==> config.mk <==
export PLATFORM = sky130hd
export DESIGN_NAME = detsch_table
export DESIGN_NICKNAME = d
export VERILOG_FILES = /design/src/design/detsch_pkg.sv /design/src/design/detsch_table.sv
export SDC_FILE = /design/constraint.sdc
export NUM_CORES = 2
export LEC_CHECK = 0
export ABC_CLOCK_PERIOD_IN_PS = 5500
export BUFFER_PORTS_ARGS = -buffer_cell sky130_fd_sc_hd__buf_2
export CAP_MARGIN = 30
export CORE_MARGIN = 10
export CORE_UTILIZATION = 38
export CTS_CLUSTER_DIAMETER = 120
export DETAILED_ROUTE_END_ITERATION = 8
export PLACE_DENSITY = 0.56
export RECOVER_POWER = 25
export SLEW_MARGIN = 5
export SYNTH_ARGS = -nofsm -noshare
export SYNTH_HDL_FRONTEND = slang
export SYNTH_SLANG_ARGS = --single-unit
==> constraint.sdc <==
create_clock -name clk_i -period 5.5 [get_ports clk_i]
set_clock_uncertainty 0.1 [all_clocks]
set_input_delay 0.825 -clock clk_i [delete_from_list [all_inputs] [get_ports clk_i]]
set_output_delay 0.825 -clock clk_i [all_outputs]
set_load 0.05 [all_outputs]
==> src/design/detsch_pkg.sv <==
// Shared types, constants and codes of the delayed event timer scheduler.
`timescale 1ns / 1ps
`default_nettype none

package detsch_pkg;

  // Sizes of the three delay tables (all share one cell row layout) and the queue
  localparam int unsigned TBL_SLOTS   = 16;
  localparam int unsigned QUEUE_DEPTH = 16;
  localparam int unsigned QPTR_W      = $clog2(QUEUE_DEPTH);
  localparam int unsigned QFILL_W     = $clog2(QUEUE_DEPTH + 1);
  localparam int unsigned REMAIN_W    = 32;
  localparam int unsigned AMOUNT_W    = 16;
  localparam int unsigned DIV_W       = 32;
  localparam int unsigned DIV_CNT_W   = $clog2(DIV_W);

  // Register reset values
  localparam logic [15:0] SHORT_LIM_RST = 16'd2000;
  localparam logic [31:0] MED_LIM_RST   = 32'd60000;
  localparam logic [31:0] SEC_DAY_RST   = 32'd86400;

  // Tick arithmetic
  localparam logic [15:0] MS_PER_SEC  = 16'd1000;
  localparam logic [15:0] CENTI_DIV   = 16'd10;
  localparam logic [15:0] DECI_DIV    = 16'd100;
  // floor(d/10) = (d * 0xCCCCCCCD) >> 35 and floor(d/100) = (d * 0x51EB851F) >> 37
  // for 32-bit d
  localparam logic [31:0] CENTI_RECIP32 = 32'hCCCCCCCD;
  localparam logic [31:0] DECI_RECIP32  = 32'h51EB851F;
  localparam int unsigned CENTI_SHIFT32 = 35;
  localparam int unsigned DECI_SHIFT32  = 37;
  // floor(r/10) = (r * 52429) >> 19 and floor(r/100) = (r * 83887) >> 23 for 16-bit r
  localparam logic [15:0] CENTI_RECIP = 16'd52429;
  localparam logic [16:0] DECI_RECIP  = 17'd83887;
  localparam int unsigned CENTI_SHIFT = 19;
  localparam int unsigned DECI_SHIFT  = 23;

  typedef enum logic [1:0] {
    KIND_TICK   = 2'd0,
    KIND_POLL   = 2'd1,
    KIND_SCHED  = 2'd2,
    KIND_CANCEL = 2'd3
  } kind_e;

  typedef enum logic [2:0] {
    EV_NONE  = 3'd0,
    EV_USER  = 3'd1,
    EV_CENTI = 3'd2,
    EV_DECI  = 3'd3,
    EV_SEC   = 3'd4,
    EV_DAY   = 3'd5
  } ev_kind_e;

  typedef enum logic [1:0] {
    STAT_OK        = 2'd0,
    STAT_NOT_FOUND = 2'd1,
    STAT_TBL_FULL  = 2'd2,
    STAT_Q_OVF     = 2'd3
  } status_e;

  typedef enum logic [1:0] {
    CFG_SHORT_LIM = 2'd0,
    CFG_MED_LIM   = 2'd1,
    CFG_SEC_DAY   = 2'd2
  } cfg_idx_e;

  typedef enum logic [2:0] {
    TOP_NONE,
    TOP_SUB,
    TOP_POP,
    TOP_COMPACT,
    TOP_APPEND,
    TOP_CANCEL
  } tbl_op_e;

  typedef enum logic [1:0] {
    TBL_S,
    TBL_M,
    TBL_L
  } tbl_sel_e;

  typedef enum logic [3:0] {
    S_IDLE,
    S_TICK,
    S_DRAIN,
    S_COMPACT,
    S_POLL_MUL,
    S_POLL_DEC,
    S_SEC_DIV,
    S_CANCEL,
    S_ROUTE,
    S_DIV_WAIT,
    S_DONE
  } state_e;

  typedef struct packed {
    tbl_op_e               op;
    logic [AMOUNT_W-1:0]   amount;
    logic [REMAIN_W-1:0]   remain;
    logic [7:0]            code;
    logic [15:0]           param;
  } tbl_ctrl_t;

  typedef struct packed {
    logic        full;
    logic        exp_any;
    logic        compact;
    logic        found;
    logic [7:0]  pop_code;
    logic [15:0] pop_param;
  } tbl_stat_t;

  typedef struct packed {
    logic             start;
    logic [DIV_W-1:0] dividend;
    logic [DIV_W-1:0] divisor;
  } div_req_t;

  typedef struct packed {
    logic             done;
    logic [DIV_W-1:0] quot;
    logic [DIV_W-1:0] rem;
  } div_rsp_t;

  typedef struct packed {
    logic        day;
    logic [7:0]  code;
    logic [15:0] param;
  } q_entry_t;

endpackage

`default_nettype wire

==> src/design/detsch_table.sv <==
// Delay table: a row of timer cells kept in insertion order, compacted by neighbor shifts.
`timescale 1ns / 1ps
`default_nettype none

module detsch_table (
  input  logic                  clk_i,
  input  logic                  rst_ni,
  input  detsch_pkg::tbl_ctrl_t ctrl_i,
  output detsch_pkg::tbl_stat_t stat_o
);
  import detsch_pkg::*;

  logic [TBL_SLOTS-1:0] valid_q, exp_q;
  logic [REMAIN_W-1:0]  remain_q [TBL_SLOTS];
  logic [7:0]           code_q   [TBL_SLOTS];
  logic [15:0]          param_q  [TBL_SLOTS];

  // Neighbor data that each cell takes on a compaction step
  logic [REMAIN_W-1:0]  nrem   [TBL_SLOTS];
  logic [7:0]           ncode  [TBL_SLOTS];
  logic [15:0]          nparam [TBL_SLOTS];
  logic [TBL_SLOTS-1:0] valid_up, exp_up;

  logic [TBL_SLOTS-1:0] shift_sel, pick_exp, pick_match, pick_free, keep;
  logic                 hole, seen_e, seen_m, seen_f, gap;
  logic [7:0]           pop_code;
  logic [15:0]          pop_param;
  logic [REMAIN_W-1:0]  amount_ext;

  assign amount_ext = {{(REMAIN_W-AMOUNT_W){1'b0}}, ctrl_i.amount};
  assign valid_up   = {1'b0, valid_q[TBL_SLOTS-1:1]};
  assign exp_up     = {1'b0, exp_q[TBL_SLOTS-1:1]};

  for (genvar g = 0; g < TBL_SLOTS; g++) begin : g_link
    if (g == TBL_SLOTS - 1) begin : g_last
      assign nrem[g]   = '0;
      assign ncode[g]  = '0;
      assign nparam[g] = '0;
    end else begin : g_mid
      assign nrem[g]   = remain_q[g+1];
      assign ncode[g]  = code_q[g+1];
      assign nparam[g] = param_q[g+1];
    end
  end

  // Per-cell compare and first-of searches along the row
  always_comb begin
    hole      = 1'b0;
    seen_e    = 1'b0;
    seen_m    = 1'b0;
    seen_f    = 1'b0;
    pop_code  = '0;
    pop_param = '0;
    for (int i = 0; i < TBL_SLOTS; i++) begin
      hole          = hole | ~valid_q[i];
      shift_sel[i]  = hole;
      pick_exp[i]   = exp_q[i] & ~seen_e;
      seen_e        = seen_e | exp_q[i];
      pick_match[i] = valid_q[i] & (code_q[i] == ctrl_i.code) & ~seen_m;
      seen_m        = seen_m | (valid_q[i] & (code_q[i] == ctrl_i.code));
      pick_free[i]  = ~valid_q[i] & ~seen_f;
      seen_f        = seen_f | ~valid_q[i];
      keep[i]       = remain_q[i] > amount_ext;
      if (pick_exp[i]) begin
        pop_code  = pop_code | code_q[i];
        pop_param = pop_param | param_q[i];
      end
    end
  end

  // Row is compact when no empty cell sits below a filled one
  always_comb begin
    gap = 1'b0;
    for (int i = 0; i < TBL_SLOTS - 1; i++) begin
      gap = gap | (~valid_q[i] & valid_q[i+1]);
    end
  end

  assign stat_o.full      = &valid_q;
  assign stat_o.exp_any   = |exp_q;
  assign stat_o.compact   = ~gap;
  assign stat_o.found     = seen_m;
  assign stat_o.pop_code  = pop_code;
  assign stat_o.pop_param = pop_param;

  // Cell occupancy and expiry flags
  always_ff @(posedge clk_i or negedge rst_ni) begin
    if (!rst_ni) begin
      valid_q <= '0;
      exp_q   <= '0;
    end else begin
      unique case (ctrl_i.op)
        TOP_SUB: begin
          exp_q <= exp_q | (valid_q & ~keep);
        end
        TOP_POP: begin
          valid_q <= valid_q & ~pick_exp;
          exp_q   <= exp_q & ~pick_exp;
        end
        TOP_COMPACT: begin
          valid_q <= (valid_q & ~shift_sel) | (valid_up & shift_sel);
          exp_q   <= (exp_q & ~shift_sel) | (exp_up & shift_sel);
        end
        TOP_APPEND: begin
          valid_q <= valid_q | pick_free;
        end
        TOP_CANCEL: begin
          valid_q <= valid_q & ~pick_match;
        end
        default: ;
      endcase
    end
  end

  // Cell payload: count down, shift toward the head, load on append
  always_ff @(posedge clk_i) begin
    for (int i = 0; i < TBL_SLOTS; i++) begin
      case (ctrl_i.op)
        TOP_SUB: begin
          if (valid_q[i] && keep[i]) begin
            remain_q[i] <= remain_q[i] - amount_ext;
          end
        end
        TOP_COMPACT: begin
          if (shift_sel[i]) begin
            remain_q[i] <= nrem[i];
            code_q[i]   <= ncode[i];
            param_q[i]  <= nparam[i];
          end
        end
        TOP_APPEND: begin
          if (pick_free[i]) begin
            remain_q[i] <= ctrl_i.remain;
            code_q[i]   <= ctrl_i.code;
            param_q[i]  <= ctrl_i.param;
          end
        end
        default: ;
      endcase
    end
  end

endmodule

`default_nettype wire

==> results.ini <==
[status]
run_status=finished, violations left
failing_checks=capacitance limit, slew limit

[clocking]
clk-insertion-delay-late_ns=0.75
ctsHtreeMaxLevel=3
clock-sinks=928
postCtsResizedCells=0
master_cell_of_the_clock_root_buffer=clkbuf_16
cts.clk_slew.worst_paths_ns=0.06
cts_max_path_buffers=3
tritoncts=built
cts_setup_buffers=0
numCtsBuffers=112
cts-hold-fix-buffers=0

[layout]
synthToLayoutAreaGrowth_pct=10.7
finalNonFillerCells=9599
final_stage_net_count=7635
layout.filler_cells=16610
finish.utilization=0.425
layout-drive-gt1-share=0.0802
layout_cell_area_excl_fill_mm2=0.0712

[sta]
fin_setup_tns_ns=0
rsz_0062_raised_after_global_routing=false
number_of_pins_with_negative_max_slew_slack_in_the_final_report=264
max_clock_freq_mhz=187
post-route-period-util=0.973
period_minus_slack_ns=5.35
slew_headroom=-0.798
finalHoldViolCount=0
timing.final.ws_setup_ns=0.146
final-setup-viol-count=0
holdWs_ns=0.440
worst-slew-pin-transition_ns=2.70

[synthesis]
yosys.area.top_type=edfxtp_1
post-synth-top-area-fraction=0.418
synth_cells=7343
synth_fp_nets=7693
syn_area_mm2=0.0644
synth-main-ff-cell=edfxtp_1
ys_ff_latch=928
synth_cell_type_count=95
synth-seq-area-share=0.430
number_of_flops_mapped_to_enable_cells_by_yosys=896
synth.yosys.warnings=0
async_flop_share=0.0345
ys_top_cells_by_area=edfxtp_1 42%, nand2_1 9.2%, ha_1 5.0%, a21oi_1 3.9%, xnor2_1 3.8%
synth.avg_cell_area_um2=8.77

[critical_path]
path_class=input port to register
crit_path_start=ctrl_i[74]
timing.critical_path.arrival_ns=5.82
critical_path.startpoint_type=input port
r2r_setup_slack_ns=1.28
worstReg2RegStart=valid_q[3]
critical_path_peak_fanout=42
worstPathRequired_ns=5.97
endpoint_kind=register

[placed_design]
portBuffers=104
dp.final_hpwl_um=174000
placedCellCount=9372
pre_cts_slack_ns=0.577
routabilityCongestion=0.938
detailed_place.area_mm2=0.0677

[worst_hold_path]
hold_path_class=register to register
worst_hold_startpoint=param_q[1][108]

[global_route]
grt_use_met2=0.420
groute.usage.overall=0.249
top_usage_layer=met2
grt_first_pass_wirelength_um=358000
grt_start_max_net_pins=65
grt_overflow=0
number_of_global_route_vias_before_repair=54882
met3_usage=0.0384
grt_antenna_before_repair=24
grt_use_met1=0.320

[power]
total_power_mw=21.2
power_density_mw_per_mm2=297
irDropWorstVdd_uv=248
p_leak_nw=26.5

[detailed_routing]
remaining_drc_errors=0
drt-total-wl_um=242000
detail_route.wl_per_cell_um=25.2
drtIter0Drc=6327
postRouteAntennaNets=0
routed_via_density=5.94
via_count=56990
detailedRoute.firstPassIterationCount=8

[die]
top_level_ports=105
placement_rows=150
floorplan.initialDensity=0.384
die_h_um=432
floorplan.die_area_mm2=0.186
design.core.area_mm2=0.168
floorplan.die.width_um=432

[flow_run]
maxCapViolations=7

area by class of cell:
cell class / instances / area, um2 / area share
antenna: 14 / 35.0 / 0.000492
clock buffer: 137 / 2970 / 0.0417
clock inverter: 73 / 554 / 0.00778
inverter: 115 / 432 / 0.00606
multi-input combinational: 5812 / 34600 / 0.485
sequential: 928 / 27700 / 0.389
tap: 2204 / 2760 / 0.0387
timing repair buffer: 316 / 2230 / 0.0313
kinds of logic after synthesis:
family                     after synthesis  synth area share
buffers and inverters                  603            0.0361
adders and majority gates              273            0.0549
xor gates and xnor gates               492            0.0670
AOI/OAI and AO/OA                     1944             0.189
and+or+nand+nor                       3023             0.210
muxes                                   80            0.0129
DFF                                    928             0.430
worst paths after layout:
check,end,cells past startpoint
hold / removal,param_q[1][92],2
min in group asynchronous,exp_q[3],2
max in group asynchronous,exp_q[0],2
hold reg to reg,param_q[1][92],2
setup reg to reg,remain_q[1][166],10
setup / recovery,remain_q[0][21],8
metal layers:
metal  wire (um)  part of all wire  up-vias
li1            -                 -    26691
met1       99300              0.41    27592
met2      114000              0.47     2224
met3       17300             0.072      483
met4       10500             0.044        0
met5           0                 0        -
flip-flops by register name, indices dropped and copies added (netlist names):
signal and count:
valid_q 16, code_q 128, remain_q 512, exp_q 16, param_q 256
worst max-delay path, cell delays in order:
cell and delay [ns]:
clkbuf_1 0.72, nand2b_1 0.57, nand2b_1 0.62, buf_4 0.39
nor2_4 0.11, clkbuf_1 1.91, a22oi_1 0.45, o21ai_1 0.18
synth_stat cells, drive strengths merged (67+ instances only):
cell,n
a21o,75
a21oi,505
a221o,84
a22oi,221
a31oi,74
clkbuf,443
edfxtp,896
ha,257
inv,115
nand2,1574
nand2b,67
nand3,121
nand4,90
nor2,515
nor2b,87
nor3,178
nor4,88
o21ai,584
or3,88
xnor2,279
xor2,213
placed cells by master (no fill, tap or decap), types with 74 or more instances in the layout:
cell type,count
nand2_1,1573
edfxtp_1,896
nor2_1,502
a21oi_1,499
o21ai_0,459
xnor2_1,279
ha_1,257
a22oi_1,221
xor2_1,213
buf_4,175
nor3_1,169
o21ai_1,121
nand3_1,119
clkbuf_16,114
inv_1,110
buf_2,102
nand4_1,90
nor4_1,86
nor2b_1,86
a221o_1,84
or3_1,82
a21o_1,75
a31oi_1,74
power breakdown:
group | total, mW | internal [mW] | switching (mW)
registers | 9.05 | 8.52 | 0.538
logic | 4.74 | 1.82 | 2.92
clock network | 7.37 | 4.10 | 3.27
(Power assumes the default switching activity.)
