### src/design/detsch_pkg.sv
// Shared types, constants and codes of the delayed event timer scheduler.
`timescale 1ns / 1ps
`default_nettype none

package detsch_pkg;

  // Sizes of the three delay tables (all share one cell row layout) and the queue
  localparam int unsigned TBL_SLOTS   = 16;
  localparam int unsigned QUEUE_DEPTH = 16;
  localparam int unsigned QPTR_W      = $clog2(QUEUE_DEPTH);
  localparam int unsigned QFILL_W     = $clog2(QUEUE_DEPTH + 1);
  localparam int unsigned REMAIN_W    = 32;
  localparam int unsigned AMOUNT_W    = 16;
  localparam int unsigned DIV_W       = 32;
  localparam int unsigned DIV_CNT_W   = $clog2(DIV_W);

  // Register reset values
  localparam logic [15:0] SHORT_LIM_RST = 16'd2000;
  localparam logic [31:0] MED_LIM_RST   = 32'd60000;
  localparam logic [31:0] SEC_DAY_RST   = 32'd86400;

  // Tick arithmetic
  localparam logic [15:0] MS_PER_SEC  = 16'd1000;
  localparam logic [15:0] CENTI_DIV   = 16'd10;
  localparam logic [15:0] DECI_DIV    = 16'd100;
  // floor(d/10) = (d * 0xCCCCCCCD) >> 35 and floor(d/100) = (d * 0x51EB851F) >> 37
  // for 32-bit d
  localparam logic [31:0] CENTI_RECIP32 = 32'hCCCCCCCD;
  localparam logic [31:0] DECI_RECIP32  = 32'h51EB851F;
  localparam int unsigned CENTI_SHIFT32 = 35;
  localparam int unsigned DECI_SHIFT32  = 37;
  // floor(r/10) = (r * 52429) >> 19 and floor(r/100) = (r * 83887) >> 23 for 16-bit r
  localparam logic [15:0] CENTI_RECIP = 16'd52429;
  localparam logic [16:0] DECI_RECIP  = 17'd83887;
  localparam int unsigned CENTI_SHIFT = 19;
  localparam int unsigned DECI_SHIFT  = 23;

  typedef enum logic [1:0] {
    KIND_TICK   = 2'd0,
    KIND_POLL   = 2'd1,
    KIND_SCHED  = 2'd2,
    KIND_CANCEL = 2'd3
  } kind_e;

  typedef enum logic [2:0] {
    EV_NONE  = 3'd0,
    EV_USER  = 3'd1,
    EV_CENTI = 3'd2,
    EV_DECI  = 3'd3,
    EV_SEC   = 3'd4,
    EV_DAY   = 3'd5
  } ev_kind_e;

  typedef enum logic [1:0] {
    STAT_OK        = 2'd0,
    STAT_NOT_FOUND = 2'd1,
    STAT_TBL_FULL  = 2'd2,
    STAT_Q_OVF     = 2'd3
  } status_e;

  typedef enum logic [1:0] {
    CFG_SHORT_LIM = 2'd0,
    CFG_MED_LIM   = 2'd1,
    CFG_SEC_DAY   = 2'd2
  } cfg_idx_e;

  typedef enum logic [2:0] {
    TOP_NONE,
    TOP_SUB,
    TOP_POP,
    TOP_COMPACT,
    TOP_APPEND,
    TOP_CANCEL
  } tbl_op_e;

  typedef enum logic [1:0] {
    TBL_S,
    TBL_M,
    TBL_L
  } tbl_sel_e;

  typedef enum logic [3:0] {
    S_IDLE,
    S_TICK,
    S_DRAIN,
    S_COMPACT,
    S_POLL_MUL,
    S_POLL_DEC,
    S_SEC_DIV,
    S_CANCEL,
    S_ROUTE,
    S_DIV_WAIT,
    S_DONE
  } state_e;

  typedef struct packed {
    tbl_op_e               op;
    logic [AMOUNT_W-1:0]   amount;
    logic [REMAIN_W-1:0]   remain;
    logic [7:0]            code;
    logic [15:0]           param;
  } tbl_ctrl_t;

  typedef struct packed {
    logic        full;
    logic        exp_any;
    logic        compact;
    logic        found;
    logic [7:0]  pop_code;
    logic [15:0] pop_param;
  } tbl_stat_t;

  typedef struct packed {
    logic             start;
    logic [DIV_W-1:0] dividend;
    logic [DIV_W-1:0] divisor;
  } div_req_t;

  typedef struct packed {
    logic             done;
    logic [DIV_W-1:0] quot;
    logic [DIV_W-1:0] rem;
  } div_rsp_t;

  typedef struct packed {
    logic        day;
    logic [7:0]  code;
    logic [15:0] param;
  } q_entry_t;

endpackage

`default_nettype wire

### src/design/detsch_div.sv
// Serial restoring divider, one quotient bit per cycle.
`timescale 1ns / 1ps
`default_nettype none

module detsch_div (
  input  logic                 clk_i,
  input  logic                 rst_ni,
  input  detsch_pkg::div_req_t req_i,
  output detsch_pkg::div_rsp_t rsp_o
);
  import detsch_pkg::*;

  logic                 run_q, done_q;
  logic [DIV_CNT_W-1:0] cnt_q;
  logic [DIV_W-1:0]     rem_q, quo_q, dvs_q;
  logic [DIV_W:0]       trial, diff;
  logic                 ge;

  // Shift in the next dividend bit and try the subtract
  assign trial = {rem_q, quo_q[DIV_W-1]};
  assign diff  = trial - {1'b0, dvs_q};
  assign ge    = trial >= {1'b0, dvs_q};

  always_ff @(posedge clk_i or negedge rst_ni) begin
    if (!rst_ni) begin
      run_q  <= 1'b0;
      done_q <= 1'b0;
      cnt_q  <= '0;
    end else if (req_i.start) begin
      run_q  <= 1'b1;
      done_q <= 1'b0;
      cnt_q  <= DIV_CNT_W'(DIV_W - 1);
    end else if (run_q) begin
      cnt_q <= cnt_q - 1'b1;
      if (cnt_q == '0) begin
        run_q  <= 1'b0;
        done_q <= 1'b1;
      end
    end else begin
      done_q <= 1'b0;
    end
  end

  always_ff @(posedge clk_i) begin
    if (req_i.start) begin
      rem_q <= '0;
      quo_q <= req_i.dividend;
      dvs_q <= req_i.divisor;
    end else if (run_q) begin
      rem_q <= ge ? diff[DIV_W-1:0] : trial[DIV_W-1:0];
      quo_q <= {quo_q[DIV_W-2:0], ge};
    end
  end

  assign rsp_o.done = done_q;
  assign rsp_o.quot = quo_q;
  assign rsp_o.rem  = rem_q;

endmodule

`default_nettype wire

### config.mk
export PLATFORM = sky130hd
export DESIGN_NAME = detsch_div
export DESIGN_NICKNAME = d
export VERILOG_FILES = /design/src/design/detsch_pkg.sv /design/src/design/detsch_div.sv
export SDC_FILE = /design/constraint.sdc
export NUM_CORES = 1
export LEC_CHECK = 0
export BUFFER_PORTS_ARGS = -buffer_cell sky130_fd_sc_hd__buf_2
export CORE_MARGIN = 1.5
export CORE_UTILIZATION = 24
export DETAILED_ROUTE_END_ITERATION = 16
export GPL_TIMING_DRIVEN = 1
export PLACE_DENSITY = 0.48
export RECOVER_POWER = 100
export SKIP_CTS_REPAIR_TIMING = 1
export SLEW_MARGIN = 5
export SYNTH_ARGS = -nofsm -noshare
export SYNTH_HDL_FRONTEND = slang
export SYNTH_SLANG_ARGS = --single-unit
### constraint.sdc
create_clock -name clk_i -period 4.1 [get_ports clk_i]
set_input_delay 0.41 -clock clk_i [delete_from_list [all_inputs] [get_ports clk_i]]
set_output_delay 0.41 -clock clk_i [all_outputs]
set_load 0.1 [all_outputs]
==> flow_summary.toml, run 1 <==
[run_status]
status = "finished with violations"
violations = "max-capacitance violations, max-slew violations"

[power_and_ir_drop]
sw_frac_of_total = 0.536
combinationalPowerShare = 0.561
finalPower_w = 0.00540
switching_power_w = 0.00289
p_seq_frac = 0.273
p_clk_frac = 0.166
p_per_area_nw_per_um2 = 760
ir_drop_v = 0.000313
p_int_w = 0.00251
p_leak_nw = 2.83

[yosys]
synthFlopType = "edfxtp_1"
synthesis.nets = 683
synth-seq-area-share = 0.465
syn-cell-area_um2 = 5880
synth.avg_cell_area_um2 = 10.1
async_flop_share = 0.0680
synth_cell_types = 64
netlist.area_leader.share = 0.327
synth_area_leaders = "edfxtp_1 33%, dfxtp_1 11%, ha_1 7.2%"
ys_seq_elements = 103
syn_inst = 581
synth_edf_count = 64
yosys_warnings = 0
synth_area_leader_cell = "edfxtp_1"
yosysMostFrequentCell = "nand2_1"
synth_commonest_cells = "69 x nand2_1, 64 x edfxtp_1, 46 x a21oi_1, 42 x inv_1, 38 x nor2_1"

[timing]
worst_pin_slew_ps = 1930
setup_tns_ps = 0
hold_viol = 0
slew_headroom = -0.287
skew_ps = 15.2
slew_violations = 64
min_period_over_period = 0.818
min_period_ps = 3360
max_freq_mhz = 298
finalSetupViolations = 0
rsz0062_at_grt = "false"

[job]
drv_cap = 2

[setup_path]
worstSetupPathDepth = 11
critPathTopFamily = "compound AO/OA/AOI/OAI gates"
path_class = "register to register"
required_ps = 4360
worstPathMaxFanout = 15
crit_path_top_delay_cell = "clkbuf_1"
start_kind = "register"
arrival_ps = 3610
r2r_slack_ps = 740
ff2ff_path_depth = 11
worst_path_largest_cell_delay_ps = 590
worstPathCellList = "inv_1 > ha_1 > a21o_1 > a21o_1 > a221o_1 > o21ai_0 > a311oi_1 > nor3_4 > clkbuf_1 > nand2_1 > a311oi_1"
endpoint_kind = "register"
critPathBufInv = 2

[global_routing]
grt_pass1_vias = 4757
grt_pass1_wl_mm = 25.7
grt_usage = 0.129
antenna_found_initial = 1
grt.overflow.total = 0
grt_max_degree = 34

[die]
rows = 57
dieArea_um2 = 25500
core_um2 = 24200
fp.dieW_um = 160
dieHeight_um = 160
io_pins = 132
initial_core_util = 0.243

[detailed_routing]
drcViolationCount = 0
num_vias = 4691
routedWlPerCell_um = 15.3
vias_per_cell = 4.53
finalWirelength_mm = 15.9
antenna_left = 0
drt_iter0_markers = 269
dr.pass1.iters = 4

[clock_tree]
htreeDepth = 3
clkLatencyLatePin_ps = 370
cts.sinks = 103
cts.clk_slew.worst_paths_ps = 80
numCtsBuffers = 9
clockBufferDepth = 2
clock-root-buffer = "clkbuf_16"
cts_tree = "yes"

[finish]
diodes = 0
area_growth_pct = 20.6
final_nets = 808
final_util = 0.294
drive_above_1_share = 0.177
fillCellCount = 2596

[hold_path]
hold_class = "input port to register"
whs_path_depth = 1

[placement]
gp_congestion = 0.802
dp_hpwl_mm = 12.1
port-buffer-count = 131
cell usage in the layout (no fill, tap or decap), types with 32 or more instances in the layout:
| cell type | synthesis | layout |
|---|---|---|
| a21oi_1 | 46 | 46 |
| ha_1 | 34 | 34 |
| clkbuf_1 | 15 | 73 |
| nand2_1 | 69 | 69 |
| buf_2 | 5 | 61 |
| edfxtp_1 | 64 | 64 |
| nor2_1 | 38 | 38 |
| inv_1 | 42 | 42 |
| dfxtp_1 | 32 | 32 |
| mux2_2 | 32 | 32 |
metal layers:
| metal | GRT usage | up-vias | wire [um] |
|---|---|---|---|
| li1 | - | 2347 | - |
| met1 | 0.162 | 2195 | 7210 |
| met2 | 0.207 | 133 | 7190 |
| met3 | 0.0500 | 14 | 1280 |
| met4 | 0.0296 | 2 | 161 |
| met5 | 0 | - | 16 |
cell families (layout without fill, tap and decap cells):
group                    Yosys count  count (layout)  share of synthesized area
buffers and inverters             70             200                     0.0508
adder cells (fa/ha/maj)           35              35                     0.0757
AND/OR/NAND/NOR                  166             166                      0.132
AO/OA/AOI/OAI                    138             138                      0.159
XOR/XNOR                          31              31                     0.0461
flip-flops                       103             103                      0.465
multiplexers                      38              38                     0.0714
layout make-up:
class	count	area [um^2]	share of cell area
Clock buffer	9	225	0.0317
Tap cell	324	405	0.0571
Timing Repair Buffer	142	639	0.0901
Multi-Input combinational cell	408	2850	0.401
Inverter	42	158	0.0222
Sequential cell	103	2740	0.386
Clock inverter	7	83.8	0.0118
path summary, 6_finish.rpt:
check,from,end
worst max-delay path,dvs_q[6]$_DFFE_PP_,rem_q[20]$_SDFFE_PP0P_
worst min-delay path,req_i[5],dvs_q[5]$_DFFE_PP_
worst max register to register,dvs_q[6]$_DFFE_PP_,rem_q[20]$_SDFFE_PP0P_
worst min register to register,rem_q[2]$_SDFFE_PP0P_,rem_q[2]$_SDFFE_PP0P_
max in group asynchronous,rst_ni,cnt_q[4]$_DFFE_PN0P_
min in group asynchronous,rst_ni,cnt_q[1]$_DFFE_PN0P_
sequential cells by signal, indices dropped and copies added (netlist names):
name and cells:
dvs_q 32, quo_q 32, rem_q 32, cnt_q 5, done_q 1, run_q 1
through the flow:
stage	setup WS (ps)	std cells	hold slack (ps)	cell area [um^2]
final	745	1035	213	7100
after global routing	381	1035	199	7100
after CTS	854	1034	-156	7200
after detailed placement	912	1018	257	6890
after global placement	952	1018	258	6890
after floorplan	481	581	114	5880
power by group through the flow:
stage / registers [W] / clock network (W) / logic (W)
final: 0.00148 / 0.000895 / 0.00303
after global routing: 0.00152 / 0.000968 / 0.00327
after CTS: 0.00148 / 0.000931 / 0.00312
after detailed placement: 0.00150 / 0 / 0.00311
after global placement: 0.00149 / 0 / 0.00311
after floorplan: 0.00266 / 0 / 0.00136
No activity file was read; power rests on OpenSTA's default activity.
==> inputs of run 2 (changes only) <==
--- a/config.mk
+++ b/config.mk
@@ -5,12 +5,13 @@
 export SDC_FILE = /design/constraint.sdc
 export NUM_CORES = 1
 export LEC_CHECK = 0
+export ABC_AREA = 1
 export BUFFER_PORTS_ARGS = -buffer_cell sky130_fd_sc_hd__buf_2
 export CORE_MARGIN = 1.5
 export CORE_UTILIZATION = 24
 export DETAILED_ROUTE_END_ITERATION = 16
 export GPL_TIMING_DRIVEN = 1
-export PLACE_DENSITY = 0.48
+export PLACE_DENSITY = 0.49
 export RECOVER_POWER = 100
 export SKIP_CTS_REPAIR_TIMING = 1
 export SLEW_MARGIN = 5
==> constraint.sdc (replaced) <==
create_clock -name clk_i -period 2.9 [get_ports clk_i]
set_input_delay 0.29 -clock clk_i [delete_from_list [all_inputs] [get_ports clk_i]]
set_output_delay 0.29 -clock clk_i [all_outputs]
set_load 0.1 [all_outputs]
==> run 2 against run 1 <==
  * Largest cell class unchanged
  * Final area is 13% higher
  * Cell count up 43%
  * The run now ends clean
  * Critical path depth increased by 4
  * Clock skew rose by 2.3 ps
  * Wire length is 29% higher
  * Highest routed layer is now met4
  * Global-route usage grew 1.8 points
==> flow_summary.toml, run 2 <==
[clock_tree]
numCtsBuffers = 9
clkLatencyLatePin_ps = 370
cts.sinks = 103
cts.clk_slew.worst_paths_ps = 80
cts_tree = "yes"
clock-root-buffer = "clkbuf_16"
clockBufferDepth = 2
htreeDepth = 3

[power_and_ir_drop]
p_per_area_nw_per_um2 = 958
p_leak_nw = 4.17
ir_drop_v = 0.000346

[setup_path]
required_ps = 3130
endpoint_kind = "register"
start_kind = "register"
r2r_start = "dvs_q[3]$_DFFE_PP_"
r2r_end = "rem_q[2]$_SDFFE_PP0P_"
arrival_ps = 2780
path_class = "register to register"
worstPathMaxFanout = 19
ff2ff_path_depth = 15
r2r_slack_ps = 350

[finish]
final_common_cell = "nand2_1"
diodes = 0
fillCellCount = 3139
final_cell_mix = "399 x nand2_1, 178 x inv_1, 78 x nand3_1"
drive_above_1_share = 0.0895
largest_registers = "dvs_q: 32 flops, quo_q: 32 flops, rem_q: 32 flops"
final_nets = 1203
area_growth_pct = 19.1

[die]
fp.dieW_um = 171
dieArea_um2 = 29100
rows = 61
io_pins = 132
initial_core_util = 0.243
core_um2 = 27700
dieHeight_um = 171

[hold_path]
hold_class = "input port to register"
whs_path_depth = 1
holdPathEnd = "dvs_q[12]$_DFFE_PP_"
worstHoldStart = "req_i[12]"

[detailed_routing]
num_vias = 6218
vias_per_cell = 4.19
wl_met3_mm = 1.09
finalWirelength_mm = 20.4
antenna_left = 0
drt_iter0_markers = 301
met2_wirelength_mm = 9.06
routed.top_layer = "met4"
dr.pass1.iters = 5
wl_met1_mm = 9.93
drcViolationCount = 0
routedWlPerCell_um = 13.8

[timing]
rsz0062_at_grt = "false"
worst_pin_slew_ps = 1250
max_freq_mhz = 393
skew_ps = 17.6
min_period_ps = 2550
finalSetupViolations = 0
worst_slack_ps = 353
hold_viol = 0
min_period_over_period = 0.878
slew_headroom = 0.170
setup_tns_ps = 0
slew_violations = 0

[yosys]
yosysMostFrequentCell = "nand2_1"
synth_area_leaders = "edfxtp_1 29%, nand2_1 22%, inv_1 9.9%"
synth_commonest_cells = "399 x nand2_1, 177 x inv_1, 78 x nand3_1, 64 x edfxtp_1, 47 x nor2_1"
synth_area_leader_cell = "edfxtp_1"
netlist.area_leader.share = 0.285
synthesis.nets = 1071
ys_seq_elements = 103
synth-seq-area-share = 0.407
async_flop_share = 0.0680
syn-cell-area_um2 = 6730
synth.avg_cell_area_um2 = 6.95
synth_cell_types = 36
synth_edf_count = 64
syn_inst = 969
synthFlopType = "edfxtp_1"
yosys_warnings = 0

[global_routing]
grt_pass1_wl_mm = 32.8
grt_max_degree = 41
grt_usage = 0.146
antenna_found_initial = 0
grt.overflow.total = 0
grt_pass1_vias = 6142

[run_status]
status = "finished, final reports clean"

[job]
drv_cap = 0

[placement]
dp_hpwl_mm = 16.0
gp_congestion = 0.902
port-buffer-count = 131
dp_slack_ps = 468
==> run 2: cell count changes in the layout (fill, tap and decap cells not counted), sizes merged, moves of 17 or more <==
| cell | before | now |
|---|---|---|
| a21oi | 47 | 19 |
| nand2 | 69 | 404 |
| nand3b | 0 | 21 |
| mux2 | 32 | 0 |
| nand3 | 13 | 80 |
| inv | 45 | 181 |
| a311oi | 17 | 0 |
==> run 2: area by class of cell <==
| class | instances | area [um^2] | area share |
|---|---|---|---|
| Clock inverter | 6 | 62.6 | 0.00780 |
| Tap cell | 378 | 473 | 0.0590 |
| Clock buffer | 10 | 229 | 0.0285 |
| Timing Repair Buffer | 143 | 643 | 0.0802 |
| Sequential cell | 103 | 2740 | 0.341 |
| Inverter | 179 | 672 | 0.0838 |
| Multi-Input combinational cell | 665 | 3200 | 0.399 |
==> run 2: how the worst max path moves through the flow <==
stage / startpoint / endpoint / slack, ps / cells after the start
after floorplan: quo_q[31]$_DFFE_PP_ / rem_q[16]$_SDFFE_PP0P_ / 270 / 15
after global placement: dvs_q[2]$_DFFE_PP_ / rem_q[9]$_SDFFE_PP0P_ / 520 / 13
after detailed placement: dvs_q[1]$_DFFE_PP_ / rem_q[17]$_SDFFE_PP0P_ / 470 / 13
after CTS: dvs_q[2]$_DFFE_PP_ / rem_q[17]$_SDFFE_PP0P_ / 450 / 13
after global routing: dvs_q[3]$_DFFE_PP_ / rem_q[11]$_SDFFE_PP0P_ / 110 / 15
final: dvs_q[3]$_DFFE_PP_ / rem_q[2]$_SDFFE_PP0P_ / 350 / 15
==> run 2: through the flow <==
stage / utilization / cells / total power (W) / hold WS, ps / cell area, um^2
after detailed placement: 0.283 / 1467 / 0.00655 / 140 / 7840
after CTS: 0.294 / 1483 / 0.00783 / -266 / 8130
after global routing: 0.290 / 1484 / 0.00828 / 89.7 / 8020
after floorplan: - / 969 / 0.00560 / -5.59 / 6730
final: 0.290 / 1484 / 0.00768 / 95.3 / 8020
after global placement: 0.283 / 1467 / 0.00655 / 138 / 7840
==> run 2: report_power, final <==
part           internal, W  switching (W)  leakage, nW
Clock             0.000609       0.000638        0.141
Sequential         0.00182       0.000193         1.00
Combinational      0.00106        0.00337         3.03
Total              0.00349        0.00420         4.17
==> run 2: kinds of logic (layout without fill, tap and decap cells) <==
kind of cell	count (synthesis)	in the layout	synth area share
XOR/XNOR	14	14	0.0182
flip-flops	103	103	0.407
adder cells (fa/ha/maj)	35	35	0.0661
buffers and inverters	201	338	0.118
AND/OR/NAND/NOR	570	570	0.356
AO/OA/AOI/OAI	46	46	0.0359
==> run 2: routing by layer <==
layer	up-vias	track usage
li1	3253	-
met1	2788	0.197
met2	159	0.236
met3	18	0.0282
met4	0	0.0446
met5	-	0
==> run 2: critical path, cell delays in order, from the launching register on <==
cell	delay [ps]
edfxtp_1	330
inv_1	40
ha_1	370
nand2_2	140
inv_1	50
nand2_1	80
nand2_1	60
nand2_1	70
nand3_2	120
nand2_2	100
nand2_2	70
nand2_4	230
clkbuf_2	430
nand3_1	140
nand3_1	100
o21ai_0	80
